<file path="src/rtl/core/mcc_pkg.sv">
package mcc_pkg;

	localparam int MAX_BANDS   = 256;
	localparam int SAMPLE_BITS = 16;
	localparam int COV_W       = 48;
	localparam int FRAC_BITS   = 8;

	localparam int COUNT_W   = $clog2(MAX_BANDS + 1);
	localparam int SUM_W     = SAMPLE_BITS + COUNT_W;
	localparam int PROD_W    = 2 * SAMPLE_BITS;
	localparam int SUMP_W    = PROD_W + COUNT_W - 1;
	localparam int NUM_W     = SUMP_W + COUNT_W + 2;
	localparam int DEN_W     = 2 * COUNT_W;
	localparam int DIVD_W    = NUM_W + FRAC_BITS + 1;
	localparam int DIV_CNT_W = $clog2(DIVD_W);

	localparam logic [DIVD_W-1:0] Q_POS_LIM = {{(DIVD_W - COV_W + 1){1'b0}}, {(COV_W - 1){1'b1}}};
	localparam logic [DIVD_W-1:0] Q_NEG_LIM = Q_POS_LIM + DIVD_W'(1);

	typedef struct packed {
		logic signed [SAMPLE_BITS-1:0] sample_a;
		logic signed [SAMPLE_BITS-1:0] sample_b;
		logic                          a_defined;
		logic                          b_defined;
		logic                          column_end;
	} in_item_t;

	typedef struct packed {
		logic signed [COV_W-1:0] covariance;
		logic                    result_undefined;
		logic [COUNT_W-1:0]      pairs_used;
	} out_item_t;

	typedef enum logic [2:0] {
		ST_IDLE,
		ST_ACC,
		ST_TERMS,
		ST_NUM,
		ST_ABS,
		ST_PREP,
		ST_DIV,
		ST_OUT
	} state_t;

	typedef struct packed {
		logic capture;
		logic accumulate;
		logic terms;
		logic diff;
		logic magnitude;
		logic prep;
		logic div_step;
		logic load_out;
	} cmd_t;

	typedef struct packed {
		logic col_end;
		logic div_last;
	} status_t;

endpackage

</file>
<file path="src/rtl/core/masked_column_covariance_unit.sv">
// Sample covariance of one pixel column, fed one band pair per item. A pair
// counts only when both samples are defined; at most MAX_BANDS pairs count per
// column. The item flagged column_end closes the column and produces one result:
// (n*Sxy - Sx*Sy)/(n*(n-1)) in signed fixed point with 8 fraction bits, rounded
// to nearest with ties away from zero, or zero with result_undefined set when
// fewer than two pairs counted. Each band item is captured with its sample product
// and then accumulated. A column-end item then passes the terms, numerator and
// magnitude steps and the divider preparation, then a restoring divider that
// retires one quotient bit per cycle over 60 bits. A new item is taken while the
// previous result waits in the output register.
module masked_column_covariance_unit (
	input  logic               clk,
	input  logic               arst_n,
	input  logic               sample_valid,
	output logic               sample_stall,
	input  mcc_pkg::in_item_t  sample,
	output logic               result_valid,
	input  logic               result_stall,
	output mcc_pkg::out_item_t result
);

	mcc_pkg::cmd_t    cmd;
	mcc_pkg::status_t status;

	mcc_ctrl u_ctrl (
		.clk          (clk),
		.arst_n       (arst_n),
		.sample_valid (sample_valid),
		.sample_stall (sample_stall),
		.result_valid (result_valid),
		.result_stall (result_stall),
		.status       (status),
		.cmd          (cmd)
	);

	mcc_dp u_dp (
		.clk    (clk),
		.arst_n (arst_n),
		.cmd    (cmd),
		.sample (sample),
		.status (status),
		.result (result)
	);

endmodule

</file>
<file path="src/rtl/core/mcc_ctrl.sv">
module mcc_ctrl (
	input  logic              clk,
	input  logic              arst_n,
	input  logic              sample_valid,
	output logic              sample_stall,
	output logic              result_valid,
	input  logic              result_stall,
	input  mcc_pkg::status_t  status,
	output mcc_pkg::cmd_t     cmd
);

	mcc_pkg::state_t state_q, state_d;
	logic            result_valid_q;

	always_ff @(posedge clk or negedge arst_n) begin
		if (!arst_n) begin
			state_q        <= mcc_pkg::ST_IDLE;
			result_valid_q <= 1'b0;
		end else begin
			state_q <= state_d;
			if (cmd.load_out) begin
				result_valid_q <= 1'b1;
			end else if (!result_stall) begin
				result_valid_q <= 1'b0;
			end
		end
	end

	always_comb begin
		state_d      = state_q;
		cmd          = '0;
		sample_stall = 1'b1;
		case (state_q)
			mcc_pkg::ST_IDLE: begin
				sample_stall = 1'b0;
				if (sample_valid) begin
					cmd.capture = 1'b1;
					state_d     = mcc_pkg::ST_ACC;
				end
			end
			mcc_pkg::ST_ACC: begin
				cmd.accumulate = 1'b1;
				state_d        = status.col_end ? mcc_pkg::ST_TERMS : mcc_pkg::ST_IDLE;
			end
			mcc_pkg::ST_TERMS: begin
				cmd.terms = 1'b1;
				state_d   = mcc_pkg::ST_NUM;
			end
			mcc_pkg::ST_NUM: begin
				cmd.diff = 1'b1;
				state_d  = mcc_pkg::ST_ABS;
			end
			mcc_pkg::ST_ABS: begin
				cmd.magnitude = 1'b1;
				state_d       = mcc_pkg::ST_PREP;
			end
			mcc_pkg::ST_PREP: begin
				cmd.prep = 1'b1;
				state_d  = mcc_pkg::ST_DIV;
			end
			mcc_pkg::ST_DIV: begin
				cmd.div_step = 1'b1;
				if (status.div_last) begin
					state_d = mcc_pkg::ST_OUT;
				end
			end
			mcc_pkg::ST_OUT: begin
				if (!result_valid_q || !result_stall) begin
					cmd.load_out = 1'b1;
					state_d      = mcc_pkg::ST_IDLE;
				end
			end
			default: begin
				state_d = mcc_pkg::ST_IDLE;
			end
		endcase
	end

	assign result_valid = result_valid_q;

endmodule

</file>
<file path="src/rtl/core/mcc_dp.sv">
module mcc_dp (
	input  logic               clk,
	input  logic               arst_n,
	input  mcc_pkg::cmd_t      cmd,
	input  mcc_pkg::in_item_t  sample,
	output mcc_pkg::status_t   status,
	output mcc_pkg::out_item_t result
);

	logic signed [mcc_pkg::SAMPLE_BITS-1:0] a_q, b_q;
	logic signed [mcc_pkg::PROD_W-1:0]      prod_s1;
	logic                                   use_q, end_q;

	logic [mcc_pkg::COUNT_W-1:0]     cnt_q;
	logic signed [mcc_pkg::SUM_W-1:0]  sx_q, sy_q;
	logic signed [mcc_pkg::SUMP_W-1:0] sxy_q;

	logic signed [mcc_pkg::NUM_W-1:0] t1_q, t2_q, num_q;
	logic [mcc_pkg::DEN_W-1:0]        den_q;
	logic [mcc_pkg::NUM_W-1:0]        mag_q;
	logic                             neg_q;

	logic [mcc_pkg::DIVD_W-1:0]    divd_q;
	logic [mcc_pkg::DEN_W-1:0]     rem_q;
	logic [mcc_pkg::DIV_CNT_W-1:0] div_cnt_q;
	logic [mcc_pkg::DEN_W:0]       trial;
	logic                          qbit;

	logic                           undef;
	logic signed [mcc_pkg::COV_W-1:0] cov_sat;
	mcc_pkg::out_item_t             result_q;

	// input capture and product
	always_ff @(posedge clk) begin
		if (cmd.capture) begin
			a_q     <= sample.sample_a;
			b_q     <= sample.sample_b;
			prod_s1 <= mcc_pkg::PROD_W'(sample.sample_a) * mcc_pkg::PROD_W'(sample.sample_b);
			use_q   <= sample.a_defined & sample.b_defined;
			end_q   <= sample.column_end;
		end
	end

	// running sums
	always_ff @(posedge clk or negedge arst_n) begin
		if (!arst_n) begin
			cnt_q <= '0;
			sx_q  <= '0;
			sy_q  <= '0;
			sxy_q <= '0;
		end else if (cmd.load_out) begin
			cnt_q <= '0;
			sx_q  <= '0;
			sy_q  <= '0;
			sxy_q <= '0;
		end else if (cmd.accumulate && use_q
				&& cnt_q < mcc_pkg::COUNT_W'(mcc_pkg::MAX_BANDS)) begin
			cnt_q <= cnt_q + mcc_pkg::COUNT_W'(1);
			sx_q  <= sx_q + mcc_pkg::SUM_W'(a_q);
			sy_q  <= sy_q + mcc_pkg::SUM_W'(b_q);
			sxy_q <= sxy_q + mcc_pkg::SUMP_W'(prod_s1);
		end
	end

	// numerator, denominator and restoring divider
	assign trial = {rem_q, divd_q[mcc_pkg::DIVD_W-1]};
	assign qbit  = (trial >= {1'b0, den_q});

	always_ff @(posedge clk) begin
		if (cmd.terms) begin
			t1_q  <= mcc_pkg::NUM_W'($signed({1'b0, cnt_q})) * mcc_pkg::NUM_W'(sxy_q);
			t2_q  <= mcc_pkg::NUM_W'(sx_q) * mcc_pkg::NUM_W'(sy_q);
			den_q <= mcc_pkg::DEN_W'(cnt_q)
				* mcc_pkg::DEN_W'(cnt_q - mcc_pkg::COUNT_W'(1));
		end
		if (cmd.diff) begin
			num_q <= t1_q - t2_q;
		end
		if (cmd.magnitude) begin
			neg_q <= num_q[mcc_pkg::NUM_W-1];
			mag_q <= num_q[mcc_pkg::NUM_W-1] ? mcc_pkg::NUM_W'(-num_q) : mcc_pkg::NUM_W'(num_q);
		end
		if (cmd.prep) begin
			divd_q    <= mcc_pkg::DIVD_W'({mag_q, {mcc_pkg::FRAC_BITS{1'b0}}})
				+ mcc_pkg::DIVD_W'(den_q >> 1);
			rem_q     <= '0;
			div_cnt_q <= '0;
		end else if (cmd.div_step) begin
			rem_q     <= qbit ? mcc_pkg::DEN_W'(trial - {1'b0, den_q})
				: mcc_pkg::DEN_W'(trial);
			divd_q    <= {divd_q[mcc_pkg::DIVD_W-2:0], qbit};
			div_cnt_q <= div_cnt_q + mcc_pkg::DIV_CNT_W'(1);
		end
	end

	// rounding already folded in; saturate to the output range
	assign undef = (cnt_q < mcc_pkg::COUNT_W'(2));

	always_comb begin
		if (neg_q) begin
			if (divd_q > mcc_pkg::Q_NEG_LIM) begin
				cov_sat = {1'b1, {(mcc_pkg::COV_W-1){1'b0}}};
			end else begin
				cov_sat = mcc_pkg::COV_W'(-divd_q);
			end
		end else begin
			if (divd_q > mcc_pkg::Q_POS_LIM) begin
				cov_sat = {1'b0, {(mcc_pkg::COV_W-1){1'b1}}};
			end else begin
				cov_sat = mcc_pkg::COV_W'(divd_q);
			end
		end
	end

	always_ff @(posedge clk) begin
		if (cmd.load_out) begin
			result_q.covariance       <= undef ? '0 : cov_sat;
			result_q.result_undefined <= undef;
			result_q.pairs_used       <= cnt_q;
		end
	end

	assign status.col_end  = end_q;
	assign status.div_last = (div_cnt_q == mcc_pkg::DIV_CNT_W'(mcc_pkg::DIVD_W - 1));
	assign result          = result_q;

endmodule

</file>
<file path="config.mk">
export PLATFORM = sky130hd
export DESIGN_NAME = masked_column_covariance_unit
export DESIGN_NICKNAME = d
export VERILOG_FILES = /design/src/rtl/core/mcc_pkg.sv /design/src/rtl/core/masked_column_covariance_unit.sv /design/src/rtl/core/mcc_ctrl.sv /design/src/rtl/core/mcc_dp.sv
export SDC_FILE = /design/constraint.sdc
export NUM_CORES = 2
export LEC_CHECK = 0
export BUFFER_PORTS_ARGS = -buffer_cell sky130_fd_sc_hd__buf_2
export CORE_MARGIN = 1.5
export CORE_UTILIZATION = 37
export DETAILED_ROUTE_END_ITERATION = 8
export GPL_TIMING_DRIVEN = 0
export HOLD_SLACK_MARGIN = 0.1
export PLACE_DENSITY_LB_ADDON = 0.2
export SLEW_MARGIN = 20
export SYNTH_ARGS = -nofsm -noshare
export SYNTH_HDL_FRONTEND = slang
export SYNTH_SLANG_ARGS = --single-unit
export TNS_END_PERCENT = 1
</file>
<file path="constraint.sdc">
create_clock -name clk -period 29.7 [get_ports clk]
set_input_delay 1.485 -clock clk [delete_from_list [all_inputs] [get_ports clk]]
set_output_delay 1.485 -clock clk [all_outputs]
set_load 0.1 [all_outputs]
</file>
; Word level (Yosys, flattened, before mapping)
; Index checks and enable logic that the tools add are counted.
; Widths: inputs -> output; s select.
[word_totals]
reg_bits = 534
in_bits = 39
output_inout_bits = 60
word_cells = 99
[classes]
add_sub_neg = 11
multipliers = 4
n_lt_le_gt_ge = 5
n_eq_ne = 12
mux = 33
bitwise = 1
reduce_logical = 9
[op_table]
columns = cell, n
row1 = $mux 48, 3
row2 = $mux 60, 2
row3 = $mux 25, 4
row4 = $mux 40, 2
row5 = $add 59x17->60, 1
row6 = $gt 60x47->1 const B, 1
row7 = $gt 60x48->1 const B, 1
row8 = $neg 51->51, 1
row9 = $sub 51x51->51, 1
row10 = $add 25x16->25, 2
row11 = $mul 10x40->50, 1
row12 = $mul 25x25->50, 1
row13 = $mux 50, 1
row14 = $neg 48->48, 1
row15 = $add 40x32->40, 1
row16 = $mul 16x16->32, 1
row17 = $pmux 3 s8, 1
row18 = $ge 19x18->1, 1
row19 = $mul 9x18->18, 1
row20 = $mux 18, 1
row21 = $mux 9, 2
row22 = $sub 18x18->18, 1
row23 = $mux 1, 13
row24 = $eq 3x3->1 const B, 4
row25 = 19 further kinds, 27

; Logic depth before layout (Yosys ltp)
[logic_depth]
word_depth = 6
depth_mapped = 30
ltp_nobuf = 27

; Modules after synthesis
; Synthesis repeated with hierarchy kept, for this count alone.
[hier_totals]
cells_unflattened = 8214
hier_area_um2 = 77589.4
[modules_own_cells]
columns = mod, n_inst, cells_per_inst, area_per_inst_um2
row1 = mcc_dp, 1, 8186, 77352.9
row2 = mcc_ctrl, 1, 28, 236.5

; Worst setup path after synthesis
; Ideal clock, no wire load.
[synth_timing]
path_kind = register to register
from = register u_ctrl.state_q[0]
to = register u_dp.den_q[10] (netlist bit), enable pin
arrival_ps = 9145
required_time_ps = 28940
setup_slack_ps = 19795
stages_incl_launch_ff = 3
cell_sequence = dfrtp_1 > clkbuf_1 > nor3b_1
[synth_via]
elab_chain_cells = 2
[synth_rtl]
columns = item, line
row1 = from (decl), mcc_ctrl.sv:12  ; mcc_pkg::state_t state_q, state_d;
row2 = from (signal assigned), mcc_ctrl.sv:17  ; state_q <= mcc_pkg::ST_IDLE;
row3 = from (signal assigned), mcc_ctrl.sv:20  ; state_q <= state_d;
row4 = $eq 3x2->1, mcc_ctrl.sv:33  ; case (state_q)
row5 = $mux 1, mcc_ctrl.sv:33
row6 = to (signal assigned), mcc_dp.sv:73  ; den_q <= mcc_pkg::DEN_W'(cnt_q)
row7 = to (decl), mcc_dp.sv:19  ; logic [mcc_pkg::DEN_W-1:0] den_q;
; Every way passes these cells.
; A chain may end at the register's enable or synchronous reset.

; Final worst setup path
[layout_timing]
from = register u_dp.sy_q[6] (netlist bit)
to = register u_dp.t2_q[49] (netlist bit) (data pin)
[layout_via]
elab_chain_cells = 1
[layout_rtl]
columns = item, line
row1 = from (decl), mcc_dp.sv:15  ; logic signed [mcc_pkg::SUM_W-1:0] sx_q, sy_q;
row2 = from (signal assigned), mcc_dp.sv:60  ; sy_q <= sy_q + mcc_pkg::SUM_W'(b_q);
row3 = $mul 25x25->50, mcc_dp.sv:72  ; t2_q <= mcc_pkg::NUM_W'(sx_q) * mcc_pkg::NUM_W'(sy_q);
row4 = to (signal assigned), mcc_dp.sv:72
row5 = to (decl), mcc_dp.sv:18  ; logic signed [mcc_pkg::NUM_W-1:0] t1_q, t2_q, num_q;
; Every way passes these cells.

==> impl_metrics.toml <==
[power]
ir_drop_mv = 0.1179
leakagePower_nw = 39.74
power_per_cell_area_nw_per_um2 = 99.15

[status]
outcome = "completed"

[synthesis]
ys_ff_latch = 531
synth-edff-count = 404
seq_area_frac_synth_pct = 19.85
synth_top_family_by_area = "adder cells"
avgSynthCellArea_um2 = 9.586
synth.top_cell.area_share_pct = 33.67
synth_warnings = 0
yosysUniqueCellTypes = 83
netlist_instances = 7982
async_flop_share_pct = 19.40
synthAdderAreaFrac_pct = 42.39
syn-cell-area_um2 = 76510
synthMuxAreaShare_pct = 0.2126
synth_ff_type = "edfxtp_1"
yosys.area.top_type = "fa_1"
synth-compound-area-share_pct = 8.943
yosys.area_share.simple_pct = 15.22
synth_xor_area_share_pct = 4.441
yosys-top-cells-area = "fa_1 34%, edfxtp_1 16%, ha_1 8.7%, inv_1 7.3%, and2_1 5.4%"

[cells_and_area]
drive_gt1_share_pct = 3.254
layout_commonest_cell = "inv_1"
finalInstanceArea_um2 = 82940
final_nets = 10040
area_growth_pct = 8.397
final_cell_mix = "1,482 x inv_1, 1,287 x fa_1, 886 x nand2_1"

[flow_run]
drv_cap = 0

[sta]
slew_viol_final = 0
fin_crit_ns = 9.344
fin_skew_ns = 0.06493
final_hold_viol_count = 0
worstMarginPinSlew_ns = 1.173
fin_crit_sh_pct = 31.46
setup_viol = 0
fmax_ghz = 0.1070
grt_setup_unrepaired = "no"
tns_ns = 0
slew_headroom_pct = 21.83

[routing]
post_drt_wl_per_cell_um = 20.80
ant_nets = 0
vias = 55129
wl_met2_um = 102400
remaining_drc_errors = 0
routed_wl_um = 227300
dr_wl_met3_um = 14580
viasPerCell = 5.045
drt_first_iter_violations = 3719
dr.pass1.iters = 6
routed.top_layer = "met5"
m1WireLength_um = 102900

[critical_path]
r2r_end = "u_dp.t2_q[49]"
critical_path.startpoint_type = "flop"
critPathRequiredTime_ns = 30.10
cpMaxStageDelayCell = "clkbuf_1"
path_common_cell = "fa_1"
crit_fanout = 10
critPathBufInv = 7
critical_path_class = "reg2reg"
slowest_delay_ns = 0.75
worstSetupEndpointType = "flop"
rrSetupSlack_ns = 20.36
critical-path-top-delay-family = "adder cells"
r2r_cells = 27
rr_startpoint = "u_dp.sy_q[6]"
crit_arrival_ns = 9.74
path_depth = 27

[placement]
post-dp-hpwl_um = 187000
gp_congestion = 0.9524
port_buffers = 98
placed_area_um2 = 80710

[hold_path]
hold_path.startpoint = "u_dp.rem_q[6]"
hold_class = "reg2reg"
holdPathStages = 2
hold_end = "u_dp.rem_q[6]"

[floorplanning]
io_pins = 99
die_h_um = 457.8
dieArea_um2 = 209500
dieWidth_um = 457.8
core_um2 = 205000
start_util_pct = 37.32
rows = 166

[clocking]
htree_levels = 3
post_cts_buffers = 0
hold_buffers = 0
insertion_delay_ns = 0.70
cts_resized = 0
numCtsBuffers = 67
cts_sinks = 531
clock_path_buffers = 3
cts_tree = "done"
cts.clk_slew.worst_paths_ns = 0.06
root_buffer = "clkbuf_16"

[global_routing]
grt_max_degree = 72
grt_pass1_vias = 57424
antenna_found_initial = 12
grt-ovfl-total = 0
grt.total_usage_pct = 21.79
grt_pass1_wl_um = 348600
==> worst reg2reg max path, cell delays in order, from the launching register on <==
cell and delay (ns):
dfrtp_1 0.37, clkbuf_1 0.62, clkbuf_1 0.76, nand2_1 0.23, fa_1 0.63, inv_1 0.07, fa_1 0.53, inv_1 0.06
fa_1 0.47, inv_1 0.05, fa_1 0.41, fa_1 0.54, fa_1 0.51, inv_1 0.05, fa_1 0.68, inv_1 0.08
ha_1 0.36, nand3_1 0.11, nor2_1 0.20, nand4_1 0.13, a311oi_1 0.49, o21ai_0 0.29, a41oi_1 0.43, a31oi_1 0.21
o21ai_0 0.36, a221o_1 0.22, a21oi_1 0.08, xnor2_1 0.15
==> registers in the layout (all words and copies together), names as in the netlist, 3 cells and up <==
signal and cells:
u_dp.divd_q 60, u_dp.result 58, u_dp.mag_q 51, u_dp.num_q 51, u_dp.t1_q 50, u_dp.t2_q 50, u_dp.sxy_q 40, u_dp.prod_s1 32
u_dp.sx_q 25, u_dp.sy_q 25, u_dp.rem_q 18, u_dp.den_q 17, u_dp.a_q 16, u_dp.b_q 16, u_dp.cnt_q 9, u_dp.div_cnt_q 6
u_ctrl.state_q 3
==> layout make-up <==
cell class / count / area, µm²
clock buffers: 76 / 1720
diodes: 5 / 12.51
repair buffers: 117 / 737.0
clock inverters: 47 / 493.0
plain buffers: 335 / 1264
multi-input cells: 5644 / 54580
fillers: 20260 / 122100
inverters: 1485 / 5579
flip-flops and latches: 531 / 15190
well taps: 2688 / 3363
==> report_power, final <==
part	total, mW	internal (mW)	switching, mW
Combinational	5.79	2.20	3.59
Clock	0.826	0.464	0.362
Sequential	1.61	1.33	0.278
Total	8.22	3.99	4.23
==> cell families after synthesis <==
kind of cell | count (synthesis)
xor gates and xnor gates | 388
muxes | 16
adders and majority gates | 1820
AOI/OAI and AO/OA | 1074
and+or+nand+nor | 2331
other | 2
buffers and inverters | 1820
DFF | 531
==> worst max path at each step <==
stage	from	to	slack, ns
finish	u_dp.sy_q[6]	u_dp.t2_q[49]	20.36
CTS	u_dp.sx_q[24]	u_dp.t2_q[47]	20.33
global placement	u_ctrl.state_q[1]	u_dp.t2_q[47]	16.05
floorplan	u_ctrl.state_q[0]	u_dp.den_q[10]	19.79
detailed placement	u_dp.sx_q[24]	u_dp.t2_q[47]	20.34
global route	u_dp.sx_q[24]	u_dp.t2_q[47]	19.87
==> stage by stage <==
step           hold slack, ns  worst slack [ns]  cells  total power, mW  utilization [%]
2_1_floorplan          0.4244             19.79   7995            5.729                -
3_3_place_gp           0.4708             16.05  10781            7.357            39.23
3_5_place_dp           0.4785             20.34  10800            7.422            39.37
4_1_cts                0.4870             20.33  10923            8.297            40.45
5_1_grt                0.5016             19.87  10924            9.049            40.45
6_report               0.4838             20.36  10928            8.224            40.46
==> Yosys cell counts (all sizes together) (151+ instances only) <==
| cell | n |
|---|---|
| fa | 1287 |
| a21o | 151 |
| edfxtp | 404 |
| xnor2 | 255 |
| a21oi | 250 |
| nor2 | 281 |
| and2 | 662 |
| o21ai | 293 |
| inv | 1484 |
| clkbuf | 298 |
| ha | 533 |
| nand2 | 886 |
==> layer usage <==
| layer | vias up | track usage, % |
|---|---|---|
| li1 | 25596 | - |
| met1 | 27590 | 30.34 |
| met2 | 1628 | 34.82 |
| met3 | 313 | 3.448 |
| met4 | 2 | 6.590 |
| met5 | - | 0 |
Power figures use the tool's default switching activity.
